==> src/rtl/tcw_pkg.sv <==
// Shared types, constants and tables for the text console writer.
`default_nettype none
package tcw_pkg;

  localparam int COLUMNS  = 80;
  localparam int ROWS     = 25;
  localparam int TAB_STOP = 8;
  localparam int CELLS    = ROWS * COLUMNS;

  localparam int COL_W  = $clog2(COLUMNS);
  localparam int ROW_W  = $clog2(ROWS);
  localparam int ADDR_W = $clog2(CELLS);
  localparam int CX_W   = $clog2(COLUMNS + TAB_STOP);

  localparam int QDEPTH = 4;
  localparam int QPTR_W = $clog2(QDEPTH);

  localparam logic [1:0] OP_WRITE = 2'd0;
  localparam logic [1:0] OP_CLEAR = 2'd1;
  localparam logic [1:0] OP_READ  = 2'd2;

  localparam logic [7:0] CH_BS    = 8'h08;
  localparam logic [7:0] CH_TAB   = 8'h09;
  localparam logic [7:0] CH_LF    = 8'h0A;
  localparam logic [7:0] CH_CR    = 8'h0D;
  localparam logic [7:0] CH_SPACE = 8'h20;
  localparam logic [7:0] CH_HIGH  = 8'h80;

  localparam logic [7:0]  ATTR_RESET = 8'h0F;
  localparam logic [15:0] RESET_CELL = {ATTR_RESET, CH_SPACE};

  typedef enum logic [2:0] {
    K_NOP,
    K_PUT,
    K_BS,
    K_TAB,
    K_CR,
    K_LF,
    K_CLEAR,
    K_READ
  } cmd_kind_t;

  typedef struct packed {
    cmd_kind_t        kind;
    logic [7:0]       ch;
    logic [ROW_W-1:0] row;
    logic [COL_W-1:0] col;
    logic             in_range;
  } cmd_t;

  typedef enum logic [2:0] {
    ST_INIT,
    ST_IDLE,
    ST_ADDR,
    ST_EXEC,
    ST_READ,
    ST_FILL,
    ST_RESULT
  } back_state_t;

  typedef logic [CX_W-1:0] tab_tbl_t [COLUMNS];

  function automatic tab_tbl_t tab_table();
    tab_tbl_t t;
    for (int c = 0; c < COLUMNS; c++) begin
      t[c] = CX_W'(c + TAB_STOP - (c % TAB_STOP));
    end
    return t;
  endfunction

  localparam tab_tbl_t TAB_NEXT = tab_table();

endpackage
`default_nettype wire

==> src/rtl/tcw_front.sv <==
// Front end: accepts input transactions, classifies them and pushes commands to the queue.
`default_nettype none
module tcw_front (
  input  wire logic         clk,
  input  wire logic         rst,
  input  wire logic         in_valid,
  output logic              in_ready,
  input  wire logic [1:0]   op,
  input  wire logic [7:0]   char_code,
  input  wire logic [4:0]   read_row,
  input  wire logic [6:0]   read_col,
  input  wire logic         accept_en,
  output logic              q_push,
  output tcw_pkg::cmd_t     q_data,
  input  wire logic         q_full
);
  import tcw_pkg::*;

  cmd_t cmd_in;
  cmd_t hold;
  logic hold_valid;

  always_comb begin
    cmd_in          = '0;
    cmd_in.kind     = K_NOP;
    cmd_in.ch       = char_code;
    cmd_in.row      = ROW_W'(read_row);
    cmd_in.col      = COL_W'(read_col);
    cmd_in.in_range = (int'(read_row) < ROWS) && (int'(read_col) < COLUMNS);
    unique case (op)
      OP_WRITE: begin
        if (char_code == CH_BS) begin
          cmd_in.kind = K_BS;
        end else if (char_code == CH_TAB) begin
          cmd_in.kind = K_TAB;
        end else if (char_code == CH_CR) begin
          cmd_in.kind = K_CR;
        end else if (char_code == CH_LF) begin
          cmd_in.kind = K_LF;
        end else if (char_code >= CH_SPACE && char_code < CH_HIGH) begin
          cmd_in.kind = K_PUT;
        end
      end
      OP_CLEAR: cmd_in.kind = K_CLEAR;
      OP_READ:  cmd_in.kind = K_READ;
      default:  cmd_in.kind = K_NOP;
    endcase
  end

  assign q_push   = hold_valid && !q_full;
  assign in_ready = accept_en && (!hold_valid || !q_full);
  assign q_data   = hold;

  always_ff @(posedge clk) begin
    if (rst) begin
      hold_valid <= 1'b0;
    end else if (in_valid && in_ready) begin
      hold_valid <= 1'b1;
    end else if (q_push) begin
      hold_valid <= 1'b0;
    end
  end

  always_ff @(posedge clk) begin
    if (in_valid && in_ready) begin
      hold <= cmd_in;
    end
  end

endmodule
`default_nettype wire

==> config.mk <==
export PLATFORM = sky130hd
export DESIGN_NAME = tcw_front
export DESIGN_NICKNAME = d
export VERILOG_FILES = /design/src/rtl/tcw_pkg.sv /design/src/rtl/tcw_front.sv
export SDC_FILE = /design/constraint.sdc
export NUM_CORES = 1
export LEC_CHECK = 0
export BUFFER_PORTS_ARGS = -buffer_cell sky130_fd_sc_hd__buf_2
export CAP_MARGIN = 30
export CORE_AREA = 8 8 57 59
export CTS_CLUSTER_DIAMETER = 40
export DETAILED_ROUTE_END_ITERATION = 12
export DIE_AREA = 0 0 65 67
export PLACE_DENSITY = 0.73
export SETUP_SLACK_MARGIN = 0.02
export SLEW_MARGIN = 30
export SYNTH_ARGS = -nofsm -noshare
export SYNTH_HDL_FRONTEND = slang
export SYNTH_SLANG_ARGS = --single-unit
export TNS_END_PERCENT = 1
==> constraint.sdc <==
create_clock -name clk -period 2.75 [get_ports clk]
set_input_delay 0.55 -clock clk [delete_from_list [all_inputs] [get_ports clk]]
set_output_delay 0.55 -clock clk [all_outputs]
set_load 0.005 [all_outputs]
==> results of run 1 <==
## cell usage after synthesis
cell type | number | area share (%)
and2_1 | 2 | 1.3
a31oi_1 | 2 | 1.3
o311ai_1 | 1 | 0.93
inv_1 | 3 | 1.2
or3b_4 | 1 | 1.2
nand2b_1 | 1 | 0.67
o22ai_1 | 2 | 1.3
nor2_1 | 4 | 1.6
nor4b_2 | 1 | 1.6
nand2_1 | 5 | 2.0
nor2b_1 | 1 | 0.67
o21ai_0 | 2 | 1.1
nor3_2 | 1 | 1.1
a21oi_1 | 3 | 1.6
dfxtp_1 | 1 | 2.1
ha_1 | 2 | 2.7
a211oi_1 | 1 | 0.80
edfxtp_1 | 24 | 77
## area by class of cell
type / count / share of cell area, %
multi-input combinational: 29 / 14.9
inverter: 3 / 0.884
tap: 30 / 2.95
timing repair buffer: 53 / 21.0
sequential: 25 / 58.2
clock buffer: 4 / 2.06
## power groups by stage
stage | sequential (mW) | combinational (mW) | clock, mW
global route | 0.443 | 0.0821 | 0.171
finish | 0.441 | 0.0730 | 0.152
detailed placement | 0.450 | 0.0742 | 0
floorplan | 0.454 | 0.0226 | 0
CTS | 0.442 | 0.0743 | 0.161
global placement | 0.450 | 0.0714 | 0
## worst paths after layout
kind,start,end,cells past startpoint
max,hold_valid$_SDFFE_PP0P_,in_ready,3
min,rst,hold_valid$_SDFFE_PP0P_,2
max reg2reg,hold_valid$_SDFFE_PP0P_,q_data[23]$_DFFE_PP_,2
min reg2reg,hold_valid$_SDFFE_PP0P_,hold_valid$_SDFFE_PP0P_,2
## state kept, by name, summed over array words and instances (netlist names)
| name | count |
|---|---|
| q_data | 24 |
| hold_valid | 1 |
## routing by layer
metal | up-vias | global-route usage, % | part of all wire, %
li1 | 331 | - | -
met1 | 313 | 8.06 | 32
met2 | 25 | 18.3 | 58
met3 | 6 | 2.85 | 6.9
met4 | 0 | 6.81 | 2.9
met5 | - | 0 | 0
## worst max-delay path, cell delays in order (launching register included)
cell and delay [ps]:
dfxtp_1 380, nand2_1 80, and2_1 150, buf_2 120
## cells by family after synthesis
logic type,count (synthesis),synth area share [%]
AOI/OAI and AO/OA,11,7.07
adders and majority gates,2,2.67
buffers and inverters,3,1.20
DFF,25,78.9
and+or+nand+nor,16,10.1
==> insert_results.sql, run 1 <==
INSERT INTO impl_metrics (metric_group, metric, value, unit) VALUES
('status', 'status', 'finished, final reports clean', ''),
('logic_synthesis', 'synthCells', '57', ''),
('power_and_ir_drop', 'pwr-share-clk', '22.9', '%'),
('routing', 'drt_pass1_iterations', '4', ''),
('cells_and_area', 'fill_cells', '213', ''),
('timing', 'worst_slew_margin_rel', '57.1', '%'),
('power_and_ir_drop', 'power_per_cell_area', '523', 'nW/um^2'),
('power_and_ir_drop', 'seq_power_share', '66.2', '%'),
('timing', 'final_min_period', '1570', 'ps'),
('cells_and_area', 'fraction_of_final_layout_cells_with_drive_strength_greater_than_1', '52.6', '%'),
('cells_and_area', 'num-nets-final', '144', ''),
('power_and_ir_drop', 'total_net_switching_power', '0.137', 'mW'),
('timing', 'postLayoutSetupSlackWorst', '1180', 'ps'),
('timing', 'final-setup-viol-count', '0', ''),
('timing', 'finalHoldViolCount', '0', ''),
('clock_network', 'clock_path_buffers', '2', ''),
('floorplan', 'core', '2360', 'um^2'),
('logic_synthesis', 'synth_area', '938', 'um^2'),
('routing', 'detailroute.via_count', '675', ''),
('logic_synthesis', 'count_of_state_elements_after_synthesis', '25', ''),
('cells_and_area', 'final_util', '53.9', '%'),
('grt', 'grt_start_max_net_pins', '14', ''),
('critical_path', 'cp_data_required_time', '2200', 'ps'),
('critical_path', 'arrival', '1020', 'ps'),
('placement', 'gp_congestion', '0.744', ''),
('power_and_ir_drop', 'combPwrFrac', '10.9', '%'),
('clock_network', 'clk_root_buffer_cell', 'clkbuf_4', ''),
('grt', 'grt_antenna_before_repair', '0', ''),
('routing', 'route.antenna.remaining_nets', '0', ''),
('cells_and_area', 'antenna_cells', '0', ''),
('critical_path', 'worst_setup_path_end_kind', 'output pin', ''),
('cells_and_area', 'most-common-layout-cells', 'buf_2 (52), edfxtp_1 (24), nand2_1 (5)', ''),
('timing', 'post-route-period-util', '57.2', '%'),
('grt', 'first_global_vias', '705', ''),
('floorplan', 'die_h', '67', 'um'),
('clock_network', 'cts_htree_levels', '1', ''),
('routing', 'drcViolationCount', '0', ''),
('clock_network', 'worstSkewPairLatency', '300', 'ps'),
('routing', 'first_iter_violations', '1', ''),
('clock_network', 'post_cts_setup_buffers', '0', ''),
('run', 'max-cap-violations', '0', ''),
('grt', 'grt_first_pass_wirelength', '3190', 'um'),
('worst_hold_path', 'type_of_the_tightest_min_delay_check', 'input port to flop', ''),
('critical_path', 'criticalPathCategory', 'flop to output pin', ''),
('cells_and_area', 'regArea', '741', 'um^2'),
('logic_synthesis', 'syn_nets', '86', ''),
('timing', 'fin_skew', '8.23', 'ps'),
('power_and_ir_drop', 'sw_frac_of_total', '20.6', '%'),
('cells_and_area', 'finalNonFillerCells', '144', ''),
('placement', 'port_buffers', '52', ''),
('logic_synthesis', 'yosys_warnings', '0', ''),
('critical_path', 'critPathMaxFanout', '3', ''),
('clock_network', 'ctsHoldBuffers', '0', ''),
('power_and_ir_drop', 'power_leakage', '0.540', 'nW'),
('placement', 'post-place-ws', '892', 'ps'),
('timing', 'setup_tns', '0', 'ps'),
('critical_path', 'r2r_slack', '1260', 'ps'),
('floorplan', 'initial_core_util', '39.7', '%'),
('clock_network', 'numCtsBuffers', '3', ''),
('placement', 'area_after_dpl', '1250', 'um^2'),
('grt', 'remaining_global_route_overflow', '0', ''),
('logic_synthesis', 'post_synth.cell_area_avg', '16.5', 'um^2'),
('timing', 'hold_slack', '372', 'ps'),
('clock_network', 'clk_transition_reported_paths', '120', 'ps'),
('critical_path', 'kind_of_launch_point_of_the_worst_setup_path', 'flop', ''),
('placement', 'numPlacedInstances', '140', ''),
('timing', 'achievable-frequency', '0.636', 'GHz'),
('power_and_ir_drop', 'ir_worst_vdd', '0.000434', 'V'),
('floorplan', 'rows', '18', ''),
('clock_network', 'postCtsResizedCells', '0', ''),
('grt', 'gr-usage-all-layers', '9.47', '%');
Power figures use the tool's default switching activity.
==> run 2, diff against run 1 <==
==> constraint.sdc (replaced) <==
create_clock -name clk -period 1.65 [get_ports clk]
set_input_delay 0.33 -clock clk [delete_from_list [all_inputs] [get_ports clk]]
set_output_delay 0.33 -clock clk [all_outputs]
set_load 0.005 [all_outputs]
==> run 2 against run 1 <==
Compared with the run above:
- global-route usage is 0.40 points lower
- critical path depth stayed put
- register-to-register slack worse by 700 ps
- clock power is 61% higher
- routed wire length is 1.7% higher
- power is 66% higher
- clock-buffer cell count stayed put
- sequential cell count stayed put
- sequential power is 67% higher
- sequential share of layout area stayed put
==> insert_results.sql, run 2 (synthesis gave the netlist of run 1 again) <==
INSERT INTO impl_metrics (metric_group, metric, value, unit) VALUES
('status', 'status', 'finished, final reports clean', ''),
('critical_path', 'rr_startpoint', 'hold_valid$_SDFFE_PP0P_', ''),
('grt', 'grt_start_max_net_pins', '25', ''),
('routing', 'avgViaCountPerCell', '4.69', ''),
('critical_path', 'r2r_slack', '560', 'ps'),
('cells_and_area', 'flow.area_growth_from_synthesis', '35.7', '%'),
('cells_and_area', 'fraction_of_final_layout_cells_with_drive_strength_greater_than_1', '52.6', '%'),
('routing', 'drcViolationCount', '0', ''),
('power_and_ir_drop', 'power_per_cell_area', '867', 'nW/um^2'),
('cells_and_area', 'most-common-layout-cells', 'buf_2 (52), edfxtp_1 (24), nand2_1 (5)', ''),
('floorplan', 'core', '2360', 'um^2'),
('clock_network', 'clock_sink_count', '25', ''),
('clock_network', 'clk_transition_reported_paths', '120', 'ps'),
('clock_network', 'ctsHoldBuffers', '0', ''),
('grt', 'remaining_global_route_overflow', '0', ''),
('timing', 'achievable-frequency', '0.746', 'GHz'),
('clock_network', 'tritoncts', 'built', ''),
('placement', 'area_after_dpl', '1250', 'um^2'),
('power_and_ir_drop', 'ir_worst_vdd', '0.000483', 'V'),
('placement', 'post-place-ws', '105', 'ps'),
('timing', 'final_min_period', '1340', 'ps'),
('grt', 'grt_antenna_before_repair', '0', ''),
('floorplan', 'boundaryPins', '53', ''),
('grt', 'grt_most_used_layer', 'met2', ''),
('timing', 'final-setup-viol-count', '0', ''),
('timing', 'fin_skew', '1.40', 'ps'),
('placement', 'gp_congestion', '0.755', ''),
('floorplan', 'rows', '18', ''),
('critical_path', 'critPathMaxFanout', '3', ''),
('clock_network', 'clk_root_buffer_cell', 'clkbuf_4', ''),
('timing', 'post-route-period-util', '81.2', '%'),
('power_and_ir_drop', 'fin_total_pwr', '1.10', 'mW'),
('critical_path', 'kind_of_launch_point_of_the_worst_setup_path', 'flop', ''),
('clock_network', 'postCtsResizedCells', '0', ''),
('routing', 'route.antenna.remaining_nets', '0', ''),
('critical_path', 'arrival', '1010', 'ps'),
('grt', 'grt_first_pass_wirelength', '3150', 'um'),
('critical_path', 'worst_setup_path_end_kind', 'output pin', ''),
('critical_path', 'criticalPathCategory', 'flop to output pin', ''),
('power_and_ir_drop', 'power_leakage', '0.540', 'nW'),
('critical_path', 'timing.critical_path.to', 'in_ready', ''),
('cells_and_area', 'fill_cells', '206', ''),
('floorplan', 'design.die.area', '4360', 'um^2'),
('clock_network', 'clock_path_buffers', '2', ''),
('critical_path', 'timing.critical_path.from', 'hold_valid$_SDFFE_PP0P_', ''),
('timing', 'postLayoutSetupSlackWorst', '310', 'ps'),
('grt', 'gr-usage-met1', '10.3', '%'),
('timing', 'final_max_slew_viol_count', '0', ''),
('grt', 'gr-usage-all-layers', '9.07', '%'),
('routing', 'first_iter_violations', '17', ''),
('cells_and_area', 'mostFrequentLayoutCell', 'buf_2', ''),
('routing', 'per_cell_routed_wire_length', '14.3', 'um'),
('cells_and_area', 'final_util', '53.9', '%'),
('floorplan', 'die_h', '67', 'um'),
('placement', 'numPlacedInstances', '140', ''),
('routing', 'drt_pass1_iterations', '4', ''),
('clock_network', 'numCtsBuffers', '3', ''),
('cells_and_area', 'num-nets-final', '144', ''),
('cells_and_area', 'antenna_cells', '0', ''),
('grt', 'use_met3', '2.85', '%'),
('worst_hold_path', 'type_of_the_tightest_min_delay_check', 'input port to flop', ''),
('timing', 'setup_tns', '0', 'ps'),
('cells_and_area', 'finalNonFillerCells', '144', ''),
('clock_network', 'worstSkewPairLatency', '290', 'ps'),
('critical_path', 'timing.rr.end', 'q_data[21]$_DFFE_PP_', ''),
('timing', 'grt_setup_unrepaired', 'no', ''),
('timing', 'worst_slew_pin_slew', '285', 'ps'),
('timing', 'hold_slack', '185', 'ps'),
('run', 'max-cap-violations', '0', ''),
('floorplan', 'die_w', '65', 'um'),
('cells_and_area', 'number_of_flip_flops_under_the_largest_register_name', '24', ''),
('cells_and_area', 'fin_area', '1270', 'um^2'),
('grt', 'groute.layer.met2.usage', '15.4', '%'),
('clock_network', 'cts_htree_levels', '1', ''),
('placement', 'dp_hpwl', '1700', 'um'),
('timing', 'finalHoldViolCount', '0', ''),
('placement', 'port_buffers', '52', ''),
('routing', 'detailroute.via_count', '676', ''),
('grt', 'first_global_vias', '687', ''),
('clock_network', 'post_cts_setup_buffers', '0', ''),
('floorplan', 'initial_core_util', '39.7', '%'),
('timing', 'worst_slew_margin_rel', '81.0', '%'),
('critical_path', 'cp_data_required_time', '1320', 'ps'),
('routing', 'drt_wl_total', '2060', 'um'),
('critical_path', 'rr_worst_depth', '2', '');
run 2: cell counts in the layout (fill, tap and decap cells not counted):
No cell type changed its count.
run 2: how the worst min path moves through the flow:
stage,start,to,slack [ps],cells past startpoint
after floorplan,rst,hold_valid$_SDFFE_PP0P_,400,1
after global placement,hold_valid$_SDFFE_PP0P_,hold_valid$_SDFFE_PP0P_,470,2
after detailed placement,hold_valid$_SDFFE_PP0P_,hold_valid$_SDFFE_PP0P_,490,2
after CTS,rst,hold_valid$_SDFFE_PP0P_,180,2
after global routing,rst,hold_valid$_SDFFE_PP0P_,160,2
final,rst,hold_valid$_SDFFE_PP0P_,180,2
run 2: metal layers:
metal / vias up / share of wire, %
met5: - / 0
met4: 0 / 1.3
met3: 2 / 12
met2: 36 / 47
met1: 306 / 39
li1: 332 / -
run 2: worst max-delay path: stages, from the launching register on:
cell and delay, ps:
dfxtp_1 380, nand2_1 70, and2_1 150, buf_2 120
run 2: final cells by class:
type	instances	area, um^2	area share, %
flip-flops and latches	25	741	58.2
repair buffers	53	268	21.0
clock buffers	4	26.3	2.06
multi-input cells	29	190	14.9
well taps	30	37.5	2.95
inverters	3	11.3	0.884
run 2: power by group:
| part | switching, mW | internal (mW) | leakage [nW] |
|---|---|---|---|
| Clock | 0.151 | 0.0938 | 0.0150 |
| Sequential | 0.00587 | 0.729 | 0.233 |
| Combinational | 0.0658 | 0.0583 | 0.292 |
