--- src/rtl/tcw_pkg.sv ---
// Shared types, constants and tables for the text console writer.
`default_nettype none
package tcw_pkg;

  localparam int COLUMNS  = 80;
  localparam int ROWS     = 25;
  localparam int TAB_STOP = 8;
  localparam int CELLS    = ROWS * COLUMNS;

  localparam int COL_W  = $clog2(COLUMNS);
  localparam int ROW_W  = $clog2(ROWS);
  localparam int ADDR_W = $clog2(CELLS);
  localparam int CX_W   = $clog2(COLUMNS + TAB_STOP);

  localparam int QDEPTH = 4;
  localparam int QPTR_W = $clog2(QDEPTH);

  localparam logic [1:0] OP_WRITE = 2'd0;
  localparam logic [1:0] OP_CLEAR = 2'd1;
  localparam logic [1:0] OP_READ  = 2'd2;

  localparam logic [7:0] CH_BS    = 8'h08;
  localparam logic [7:0] CH_TAB   = 8'h09;
  localparam logic [7:0] CH_LF    = 8'h0A;
  localparam logic [7:0] CH_CR    = 8'h0D;
  localparam logic [7:0] CH_SPACE = 8'h20;
  localparam logic [7:0] CH_HIGH  = 8'h80;

  localparam logic [7:0]  ATTR_RESET = 8'h0F;
  localparam logic [15:0] RESET_CELL = {ATTR_RESET, CH_SPACE};

  typedef enum logic [2:0] {
    K_NOP,
    K_PUT,
    K_BS,
    K_TAB,
    K_CR,
    K_LF,
    K_CLEAR,
    K_READ
  } cmd_kind_t;

  typedef struct packed {
    cmd_kind_t        kind;
    logic [7:0]       ch;
    logic [ROW_W-1:0] row;
    logic [COL_W-1:0] col;
    logic             in_range;
  } cmd_t;

  typedef enum logic [2:0] {
    ST_INIT,
    ST_IDLE,
    ST_ADDR,
    ST_EXEC,
    ST_READ,
    ST_FILL,
    ST_RESULT
  } back_state_t;

  typedef logic [CX_W-1:0] tab_tbl_t [COLUMNS];

  function automatic tab_tbl_t tab_table();
    tab_tbl_t t;
    for (int c = 0; c < COLUMNS; c++) begin
      t[c] = CX_W'(c + TAB_STOP - (c % TAB_STOP));
    end
    return t;
  endfunction

  localparam tab_tbl_t TAB_NEXT = tab_table();

endpackage
`default_nettype wire

--- src/rtl/tcw_fifo.sv ---
// Short command queue between the front end and the executor.
`default_nettype none
module tcw_fifo (
  input  wire logic      clk,
  input  wire logic      rst,
  input  wire logic      push,
  input  tcw_pkg::cmd_t  push_data,
  output logic           full,
  input  wire logic      pop,
  output tcw_pkg::cmd_t  pop_data,
  output logic           empty
);
  import tcw_pkg::*;

  cmd_t              entries [QDEPTH];
  logic [QPTR_W-1:0] wr_ptr;
  logic [QPTR_W-1:0] rd_ptr;
  logic [QPTR_W:0]   count;

  assign full     = (count == (QPTR_W + 1)'(QDEPTH));
  assign empty    = (count == '0);
  assign pop_data = entries[rd_ptr];

  always_ff @(posedge clk) begin
    if (rst) begin
      wr_ptr <= '0;
      rd_ptr <= '0;
      count  <= '0;
    end else begin
      if (push) begin
        wr_ptr <= wr_ptr + 1'b1;
      end
      if (pop) begin
        rd_ptr <= rd_ptr + 1'b1;
      end
      if (push && !pop) begin
        count <= count + 1'b1;
      end else if (pop && !push) begin
        count <= count - 1'b1;
      end
    end
  end

  always_ff @(posedge clk) begin
    if (push) begin
      entries[wr_ptr] <= push_data;
    end
  end

`ifndef SYNTHESIS
  a_no_overflow: assert property (@(posedge clk) disable iff (rst) push |-> !full)
    else $error("queue push while full");
  a_no_underflow: assert property (@(posedge clk) disable iff (rst) pop |-> !empty)
    else $error("queue pop while empty");
`endif

endmodule
`default_nettype wire

--- config.mk ---
export PLATFORM = sky130hd
export DESIGN_NAME = tcw_fifo
export DESIGN_NICKNAME = d
export VERILOG_FILES = /design/src/rtl/tcw_pkg.sv /design/src/rtl/tcw_fifo.sv
export SDC_FILE = /design/constraint.sdc
export NUM_CORES = 1
export LEC_CHECK = 0
export ABC_AREA = 1
export BUFFER_PORTS_ARGS = -buffer_cell sky130_fd_sc_hd__buf_2
export CORE_ASPECT_RATIO = 0.75
export CORE_MARGIN = 2
export CORE_UTILIZATION = 57
export CTS_CLUSTER_DIAMETER = 150
export DETAILED_ROUTE_END_ITERATION = 12
export GPL_TIMING_DRIVEN = 0
export PLACE_DENSITY = 0.8
export SLEW_MARGIN = 10
export SYNTH_ARGS = -nofsm -noshare
export SYNTH_HDL_FRONTEND = slang
export SYNTH_SLANG_ARGS = --single-unit
--- constraint.sdc ---
create_clock -name clk -period 1.57 [get_ports clk]
set_input_delay 0.2355 -clock clk [delete_from_list [all_inputs] [get_ports clk]]
set_output_delay 0.2355 -clock clk [all_outputs]
set_load 0.02 [all_outputs]
==> metrics.txt, run 1 <==
vias per cell 5.67; H-tree depth 3; Peak Freq 573 MHz; Least-Margin Pin Slew 0.366 ns; EDFF count, synth 96; via count of the first global-routing pass 2506; Fin. Hold Viols 0; Rows 26; gr usage total 22.8%; DIE WIDTH 103 um; synth cell count leaders 96 x edfxtp_1, 49 x o21ai_0, 34 x nor2_1; first-pass GRT wire length 13000 um; RSZ-0062 raised after global routing true; Final Worst Setup Slack -0.175 ns; Tmin final 1.74 ns; violated checks setup timing; Clock Sinks 105; Worst-Skew Late Latency 0.37 ns; syn_nets 324; Yosys top cell by area edfxtp_1; Tcrit/Tclk final 111%; GP Congestion 0.748; critical path type reg -> out; Initial DRC Count 140; CP Max Fanout 7; critical path data required time 1.33 ns; WHS Path Cells 2; Avg Cell Area, Syn 14.4 um^2; Crit path arrival time 1.51 ns; final wirelength 9570 um; 1st-pass router iterations 5; Cells after Synth 290; remaining antenna violation count 0; TritonCTS clock tree built; final layout net count 407; layout cell share with drive strength beyond 1 43.9%; sequential share of the synthesized area 73.4%; largest net degree at the start of global routing 17; area grow syn2layout 29.4%; top_reg_cell synth edfxtp_1; fin area 5400 um^2; die area 8030 um^2; CP cell instances inv_4 > buf_12 > buf_4 > o21ai_2 > o22ai_2 > buf_6; r2r worst-path depth 3; initial core utilization 59.9%; CP peak stage delay 0.39 ns; Worst Skew 0.0103 ns; LEAKAGE 1.96 nW; pwr/cell area 1150 nW/um^2; die extent in y 78.1 um; synth top area cells edfxtp_1 69%, o22ai_2 6.0%, o21ai_0 5.9%; Rel. slew slack 75.6%; IO Pins 54; initial antenna violation count 0; antenna cell count 0; Detail Placement HPWL 4710 um; status finished with violations; Reg clk slew, reported paths 0.10 ns; Synth async-reset ratio 0%; Synth Warn # 0; critical path's slowest cell dfxtp_4; # fillers 415; Mapped Area 4170 um^2; Tot Pwr 6.19 mW; CTS root buf clkbuf_8; fin. max-slew vios 0; CP Capture Type output pin; residual DRC count 0; FF+latch count, synth 105; total CTS buffers 9; maximum buffer depth of the clock tree 2; PortBufs 53; vias post-DR 2699; Final Setup Violations 24; Routed wire per std cell 20.1 um; grt ovf 0; CP Launch Type flop; path category of the worst min-delay check in -> reg; count leader, synth edfxtp_1; post-synth cell types 22; max_cap viols 0; Core ar. 6960 um^2; Synth top area share 69.1%; Placed Instance Area 4560 um^2; final setup TNS -3.34 ns; Max IR drop VDD 0.694 mV
metal layers:
| metal | GRT usage (%) | part of all wire [%] | up-vias |
|---|---|---|---|
| met5 | 0 | 0 | - |
| met4 | 6.18 | 2.1 | 0 |
| met3 | 6.50 | 8.2 | 27 |
| met2 | 34.7 | 48 | 146 |
| met1 | 33.0 | 41 | 1304 |
| li1 | - | - | 1222 |
cell type report:
| cell class | count | area (um^2) | area share (%) |
|---|---|---|---|
| timing repair buffer | 68 | 623 | 11.5 |
| clock inverter | 3 | 40.0 | 0.742 |
| tap | 98 | 123 | 2.27 |
| inverter | 17 | 83.8 | 1.55 |
| timing repair inverter | 4 | 30.0 | 0.556 |
| buffer | 14 | 161 | 2.99 |
| sequential | 105 | 3070 | 56.9 |
| multi-input combinational | 154 | 1060 | 19.7 |
| clock buffer | 13 | 203 | 3.75 |
state kept, by name (all words and copies together), names as in the netlist, named ones only:
signal / cells
entries: 96
count: 3
rd_ptr: 2
wr_ptr: 2
logic make-up after synthesis:
family | synth area share, %
flip-flops | 73.4
AND/OR/NAND/NOR | 7.38
XOR/XNOR | 0.210
AO/OA/AOI/OAI | 13.3
buffers and inverters | 3.69
adder cells (fa/ha/maj) | 1.98
per-stage QoR:
step	cells	hold slack (ns)	setup slack [ns]	util, %
floorplan	290	0.308	0.122	-
global placement	441	0.407	-0.240	65.5
detailed placement	441	0.413	-0.296	65.5
CTS	473	0.0202	-0.157	75.1
global route	476	0.0250	-0.215	77.6
finish	476	0.0354	-0.175	77.6
power by group:
group,switching [mW],internal [mW]
Clock,0.874,1.02
Combinational,0.594,0.462
Sequential,0.0592,3.18
what timing repair did:
item,in CTS,in global routing
gates resized for setup,103,32
pin swaps,8,14
hold endpoints to repair,0,0
cloned,5,1
buffers inserted,11,2
endpoints found under the setup margin,120,48
hold buffers,0,0
layout by cell type, fill, tap and decap left out, drive strengths merged:
| master | count |
|---|---|
| edfxtp | 96 |
| buf | 80 |
| nor2 | 54 |
| o21ai | 53 |
| o22ai | 24 |
| clkbuf | 15 |
| inv | 13 |
| nand2 | 9 |
| dfxtp | 9 |
| clkinvlp | 8 |
| ha | 5 |
| a21oi | 3 |
| nor3 | 2 |
| clkinv | 2 |
| xor2 | 1 |
| nand3 | 1 |
| nand4 | 1 |
| fa | 1 |
| bufinv | 1 |
path summary, 6_finish.rpt:
| kind | slack, ns | end | from |
|---|---|---|---|
| setup / recovery | -0.17 | pop_data[20] | flop |
| hold / removal | 0.04 | count[0]$_SDFFE_PP0P_ | rst |
| setup reg to reg | 0.10 | entries[3][17]$_DFFE_PP_ | wr_ptr[0]$_SDFFE_PP0P_ |
| hold reg to reg | 0.48 | flop | rd_ptr[1]$_SDFFE_PP0P_ |
worst max-delay path: cells and delay by family, from the launching register on:
kind,cells,cell delay (ns)
flops,1,0.39
compound gates,2,0.24
buf+inv,4,0.49
No activity file was read; power rests on OpenSTA's default activity.
==> run 2: changes to the inputs <==
--- a/config.mk
+++ b/config.mk
@@ -7,13 +7,15 @@
 export LEC_CHECK = 0
 export ABC_AREA = 1
 export BUFFER_PORTS_ARGS = -buffer_cell sky130_fd_sc_hd__buf_2
+export CELL_PAD_IN_SITES_DETAIL_PLACEMENT = 1
+export CELL_PAD_IN_SITES_GLOBAL_PLACEMENT = 2
 export CORE_ASPECT_RATIO = 0.75
 export CORE_MARGIN = 2
-export CORE_UTILIZATION = 57
+export CORE_UTILIZATION = 40
 export CTS_CLUSTER_DIAMETER = 150
 export DETAILED_ROUTE_END_ITERATION = 12
 export GPL_TIMING_DRIVEN = 0
-export PLACE_DENSITY = 0.8
+export PLACE_DENSITY = 0.79
 export SLEW_MARGIN = 10
 export SYNTH_ARGS = -nofsm -noshare
 export SYNTH_HDL_FRONTEND = slang
==> run 2 against run 1 <==
Compared with the run above: the run still ends with setup timing left; fmax grew 3.7%; clock-buffer cell count shrank 2; flip-flop and latch count unchanged; core utilization fell by 25 points; routed wire length is 1.4% higher; design area decreased by 0.37%; global-route usage is 5.4 points lower; final cell count is 6.9% higher; clock power increased by 14%; critical path type unchanged; largest cell class unchanged.
==> metrics.txt, run 2 (same netlist as run 1, synthesis figures left out) <==
GP Congestion 0.701 (-6.2%); commonest cells after routing, fill and taps aside 96 x edfxtp_1, 34 x nor2_1, 30 x o21ai_0, 30 x buf_2, 28 x buf_6; WHS Endpoint count[0]$_SDFFE_PP0P_; layout cell share with drive strength beyond 1 39.9% (-4.0 points); critical path's most frequent cell buf_6; grt ovf 0 (unchanged); initial antenna violation count 0 (unchanged); Detail Placement HPWL 5440 um (+16%); FF-to-FF End entries[0][10]$_DFFE_PP_; vias post-DR 2547 (-5.6%); Tmin final 1.68 ns (-0.0628 ns); Final Worst Setup Slack -0.112 ns (+0.0628 ns); Final Setup Violations 24 (unchanged); max_cap viols 0 (unchanged); H-tree depth 3 (unchanged); Worst Hold Launch rst; violated checks setup timing; most common cell after layout, fill and taps aside edfxtp_1; Reg clk slew, reported paths 0.07 ns (-0.03 ns); Core ar. 10200 um^2 (+47%); # fillers 1022 (+150%); WHS Path Cells 2 (unchanged); largest net degree at the start of global routing 18 (+1); Crit path arrival time 1.45 ns (-0.06 ns); CP Capture Type output pin; die extent in y 92.4 um (+18%); DIE WIDTH 122 um (+19%); residual DRC count 0 (unchanged); Rows 32 (+23%); pwr/cell area 1190 nW/um^2 (+3.7%); critical path type reg -> out; initial core utilization 40.9% (-19 points); multi-input logic area 998 um^2 (-6.2%); Largest Register entries; path category of the worst min-delay check in -> reg; Worst-Skew Late Latency 0.34 ns (-0.03 ns); Reg area 3070 um^2 (unchanged); LEAKAGE 1.92 nW (-2.1%); Reg2Reg Setup Slack 0.07 ns (-0.03 ns); maximum buffer depth of the clock tree 2 (unchanged); fin. max-slew vios 0 (unchanged); RSZ-0062 raised after global routing true; Rel. slew slack 77.0% (+1.4 points); PortBufs 53 (unchanged); critical path data required time 1.33 ns (about the same); Reg2Reg Launch Point wr_ptr[0]$_SDFFE_PP0P_; area grow syn2layout 28.9%; Top Registers entries (96), count (3); final wirelength 9710 um (+1.4%); via count of the first global-routing pass 2500 (-0.24%); final hold slack 0.0629 ns (+0.0275 ns); CP Launch Type flop; status finished with violations; Worst Skew 0.00562 ns (-0.00470 ns); final setup TNS -1.82 ns (+1.52 ns); first-pass GRT wire length 14200 um (+9.0%); final layout net count 402 (-1.2%); remaining antenna violation count 0 (unchanged); Routed wire per std cell 19.1 um (-5.1%); CTS root buf clkbuf_16; die area 11300 um^2 (+40%); r2r worst-path depth 5 (+2); vias per cell 5.00 (-12%); Peak Freq 595 MHz (+3.7%); antenna cell count 0 (unchanged); CP cell instances buf_6 > o21ai_0 > o22ai_2 > buf_6; CP Max Fanout 10 (+3); Initial DRC Count 201 (+44%); gr usage total 17.4% (-5.4 points); Tcrit/Tclk final 107% (-4.0 points); Least-Margin Pin Slew 0.344 ns (-0.0216 ns); Fin. Hold Viols 0 (unchanged); critical path's slowest cell dfxtp_4; max FFs per register 96 (unchanged); IO Pins 54 (unchanged); 1st-pass router iterations 4 (-1); Max IR drop VDD 0.757 mV (+9.1%); total CTS buffers 9 (unchanged); Clock Sinks 105 (unchanged); TritonCTS clock tree built; CP peak stage delay 0.39 ns (about the same)
-- run 2: layer usage --
| layer | track usage, % | wire length (um) | vias to the layer above |
|---|---|---|---|
| met5 | 0 | 0 | - |
| met3 | 4.19 | 434 | 12 |
| met1 | 23.5 | 4420 | 1263 |
| met4 | 5.75 | 114 | 0 |
| met2 | 27.8 | 4740 | 51 |
| li1 | - | - | 1221 |
-- run 2: critical path, delay by kind of cell (launching register included) --
| kind | cells | cell delay [ns] |
|---|---|---|
| compound gates | 2 | 0.39 |
| buf+inv | 2 | 0.32 |
| flops | 1 | 0.39 |
-- run 2: cell type report --
class                      count  area share [%]
buffer                        14            3.14
clock buffer                  11            4.33
clock inverter                 5            1.07
inverter                      17            1.56
multi-input combinational    154            18.6
sequential                   105            57.1
tap                          136            3.16
timing repair buffer          63            10.5
timing repair inverter         4           0.558
-- run 2: worst max-delay path by stage --
stage,from,to,slack [ns],depth (start not counted)
after detailed placement,wr_ptr[0]$_SDFFE_PP0P_,entries[0][12]$_DFFE_PP_,-0.37,4
after floorplan,wr_ptr[0]$_SDFFE_PP0P_,entries[2][0]$_DFFE_PP_,0.12,4
after global placement,wr_ptr[0]$_SDFFE_PP0P_,entries[0][12]$_DFFE_PP_,-0.32,4
after CTS,flop,pop_data[1],-0.15,5
final,flop,pop_data[23],-0.11,4
after global routing,flop,pop_data[23],-0.17,4
-- run 2: power by group --
group / total, mW / switching (mW) / internal, mW
combinational: 0.998 / 0.569 / 0.429
sequential: 3.24 / 0.0542 / 3.18
clock: 2.16 / 0.928 / 1.23
total: 6.40 / 1.55 / 4.85
-- run 2: stage by stage --
| stage | cells | utilization (%) | setup WS, ns | instance area, um^2 | total power [mW] |
|---|---|---|---|---|---|
| 2_1_floorplan | 290 | - | 0.122 | 4170 | 3.76 |
| 3_3_place_gp | 479 | 45.1 | -0.316 | 4610 | 4.03 |
| 3_5_place_dp | 479 | 45.1 | -0.373 | 4610 | 4.05 |
| 4_1_cts | 505 | 50.8 | -0.153 | 5180 | 6.35 |
| 5_1_grt | 509 | 52.7 | -0.170 | 5380 | 6.64 |
| 6_report | 509 | 52.7 | -0.112 | 5380 | 6.40 |
-- run 2: repair_timing --
item                                    4_1_cts  5_1_grt
resized for setup                            74       39
endpoints found under the hold margin         0        0
endpoints found under the setup margin      120       36
pin swaps                                     0       20
setup buffers                                 6        1
hold buffers                                  0        0
cloned                                        4        3
==> run 3: changes to the inputs <==
--- a/config.mk
+++ b/config.mk
@@ -13,9 +13,10 @@
 export CORE_MARGIN = 2
 export CORE_UTILIZATION = 40
 export CTS_CLUSTER_DIAMETER = 150
+export CTS_CLUSTER_SIZE = 12
 export DETAILED_ROUTE_END_ITERATION = 12
 export GPL_TIMING_DRIVEN = 0
-export PLACE_DENSITY = 0.79
+export PLACE_DENSITY = 0.75
 export SLEW_MARGIN = 10
 export SYNTH_ARGS = -nofsm -noshare
 export SYNTH_HDL_FRONTEND = slang
==> run 3 against run 2 <==
Compared with the run above: critical path depth rose by 1; flip-flop and latch count stayed put; global-route usage up 0.96 points; die area unchanged; clock power is 7% higher; routed wire length rose by 1.5%; largest power group unchanged; setup slack got worse by 0.019 ns; the run still ends with setup timing left; fmax fell by 1.1%; final cell count increased by 0.59%; combinational power is 5% higher; design area grew 2.8%.
==> metrics.txt, run 3 (same netlist as run 1, synthesis figures left out) <==
status finished with violations; violated checks setup timing; clock network power share 35.1% (+1.3 points); CP peak stage delay 0.39 ns (about the same); Peak Freq 588 MHz (-1.1%); number of hold buffers added after CTS 0 (unchanged); post-placement cell count 479 (unchanged); post-placement worst setup slack -0.382 ns (-0.00848 ns); Final Worst Setup Slack -0.131 ns (-0.0194 ns); Max IR drop VDD 0.582 mV (-23%); final wirelength 9860 um (+1.5%); Tmin final 1.70 ns (+0.0194 ns); via count of the first global-routing pass 2729 (+9.2%); Top Registers entries (96), count (3); H-tree depth 3 (unchanged); non-filler cells, final 512 (+0.59%); Reg clk slew, reported paths 0.07 ns (about the same); final layout net count 405 (+0.75%); gr usage total 18.4% (+0.96 points); PortBufs 53 (unchanged); combinational power share 15.9% (+0.3 points); Buf/Inv on CP 3 (+1); die extent in y 92.4 um (unchanged); CP Launch Type flop; switching power 1.58 mW (+1.9%); Detail Placement HPWL 5780 um (+6.2%); Core ar. 10200 um^2 (unchanged); path category of the worst min-delay check in -> reg; layout cell share with drive strength beyond 1 42.6% (+2.6 points); remaining antenna violation count 0 (unchanged); area grow syn2layout 32.5%; critical path data required time 1.33 ns (about the same); Worst Skew 0.00603 ns (+0.000413 ns); Rel. slew slack 74.2% (-2.8 points); die area 11300 um^2 (unchanged); Tcrit/Tclk final 108% (+1.2 points); grt ovf 0 (unchanged); Net Sw Frac 23.9% (-0.35 points); CP cell instances inv_6 > clkbuf_16 > o21ai_1 > o22ai_2 > buf_6; vias per cell 5.02 (+0.27%); final hold slack 0.0570 ns (-0.00586 ns); # fillers 1014 (-0.78%); Rows 32 (unchanged); TritonCTS clock tree built; largest net degree at the start of global routing 17 (-1); initial antenna violation count 0 (unchanged); Layout Utilization 54.1% (+1.5 points); maximum buffer depth of the clock tree 2 (unchanged); cell family with most CP delay flip-flops; antenna cell count 0 (unchanged); CTS root buf clkbuf_16; LEAKAGE 1.98 nW (+3.3%); Reg area 3070 um^2 (unchanged); initial core utilization 40.9% (unchanged); critical path type reg -> out; multi-input logic area 1050 um^2 (+4.8%); GP Congestion 0.744 (+6.1%); Routed wire per std cell 19.3 um (+0.95%); most common cell after layout, fill and taps aside edfxtp_1; commonest cells after routing, fill and taps aside 96 x edfxtp_1, 30 x nor2_1, 29 x buf_2; sequential share of power 49.0% (-1.6 points); Clock Sinks 105 (unchanged); Initial DRC Count 194 (-3.5%); Crit path arrival time 1.47 ns (+0.02 ns); max_cap viols 0 (unchanged); CP Capture Type output pin; fin. max-slew vios 0 (unchanged); Least-Margin Pin Slew 0.386 ns (+0.0415 ns); max FFs per register 96 (unchanged); pwr/cell area 1200 nW/um^2 (+0.55%); Final Setup Violations 24 (unchanged); 1st-pass router iterations 5 (+1); Fin. Hold Viols 0 (unchanged); DIE WIDTH 122 um (unchanged); P_int 5.03 mW (+3.8%); RSZ-0062 raised after global routing true; CP Max Fanout 4 (-6); Worst-Skew Late Latency 0.34 ns (about the same); first-pass GRT wire length 14900 um (+5.1%); total CTS buffers 9 (unchanged); IO Pins 54 (unchanged); Largest Register entries; residual DRC count 0 (unchanged); vias post-DR 2569 (+0.86%); critical path's slowest cell dfxtp_4; Tot Pwr 6.61 mW (+3.3%)
==> run 3: cell types whose count changed in the layout (fill, tap and decap cells not counted), sizes merged <==
cell,delta
buf,+4
bufinv,+1
clkbuf,-3
clkinv,+3
clkinvlp,-2
==> run 3: final timing paths <==
kind	slack (ns)	cells after the start	endpoint	from
worst max register to register	0.05	3	entries[3][9]$_DFFE_PP_	wr_ptr[0]$_SDFFE_PP0P_
worst min-delay path	0.06	2	count[0]$_SDFFE_PP0P_	rst
worst min register to register	0.44	1	flop	rd_ptr[1]$_SDFFE_PP0P_
worst max-delay path	-0.13	5	pop_data[23]	flop
==> run 3: power groups by stage <==
stage | combinational [mW] | clock (mW) | sequential [mW]
final | 1.05 | 2.32 | 3.24
after global routing | 1.13 | 2.46 | 3.25
after floorplan | 0.480 | 0 | 3.28
after global placement | 0.737 | 0 | 3.29
after CTS | 0.989 | 2.35 | 3.24
after detailed placement | 0.757 | 0 | 3.30
==> run 3: metal layers <==
layer	vias up	wire length [um]	track usage, %
met5	-	0	0
met4	0	197	7.09
met3	13	318	4.50
met2	44	4740	29.8
met1	1285	4600	23.9
li1	1227	-	-
==> run 3: metrics by stage <==
stage	instance area [um^2]	TNS, ns
5_1_grt	5530	-3.20
3_5_place_dp	4610	-28.97
2_1_floorplan	4170	0
3_3_place_gp	4610	-28.51
4_1_cts	5350	-1.99
6_report	5530	-1.84
==> run 3: cell type report <==
class / count / share of cell area (%)
Inverter: 17 / 1.56
Clock buffer: 9 / 4.07
Tap cell: 136 / 3.08
Clock inverter: 7 / 1.54
Timing Repair inverter: 4 / 0.543
Buffer: 14 / 3.49
Timing Repair Buffer: 66 / 11.2
Sequential cell: 105 / 55.5
Multi-Input combinational cell: 154 / 18.9
==> run 3: worst register-to-register path, delay by kind of cell (launching register included) <==
family                     cells  cell delay, ns
and+or+nand+nor                1            0.21
adders and majority gates      1            0.19
DFF                            1            0.33
buffers and inverters          1            0.41
==> run 3: what timing repair did <==
action | 4_1_cts | 5_1_grt
gates resized for setup | 121 | 20
setup buffers | 7 | 3
endpoints found under the setup margin | 120 | 60
gates cloned | 5 | 2
pin swaps | 9 | 15
hold endpoints to repair | 0 | 0
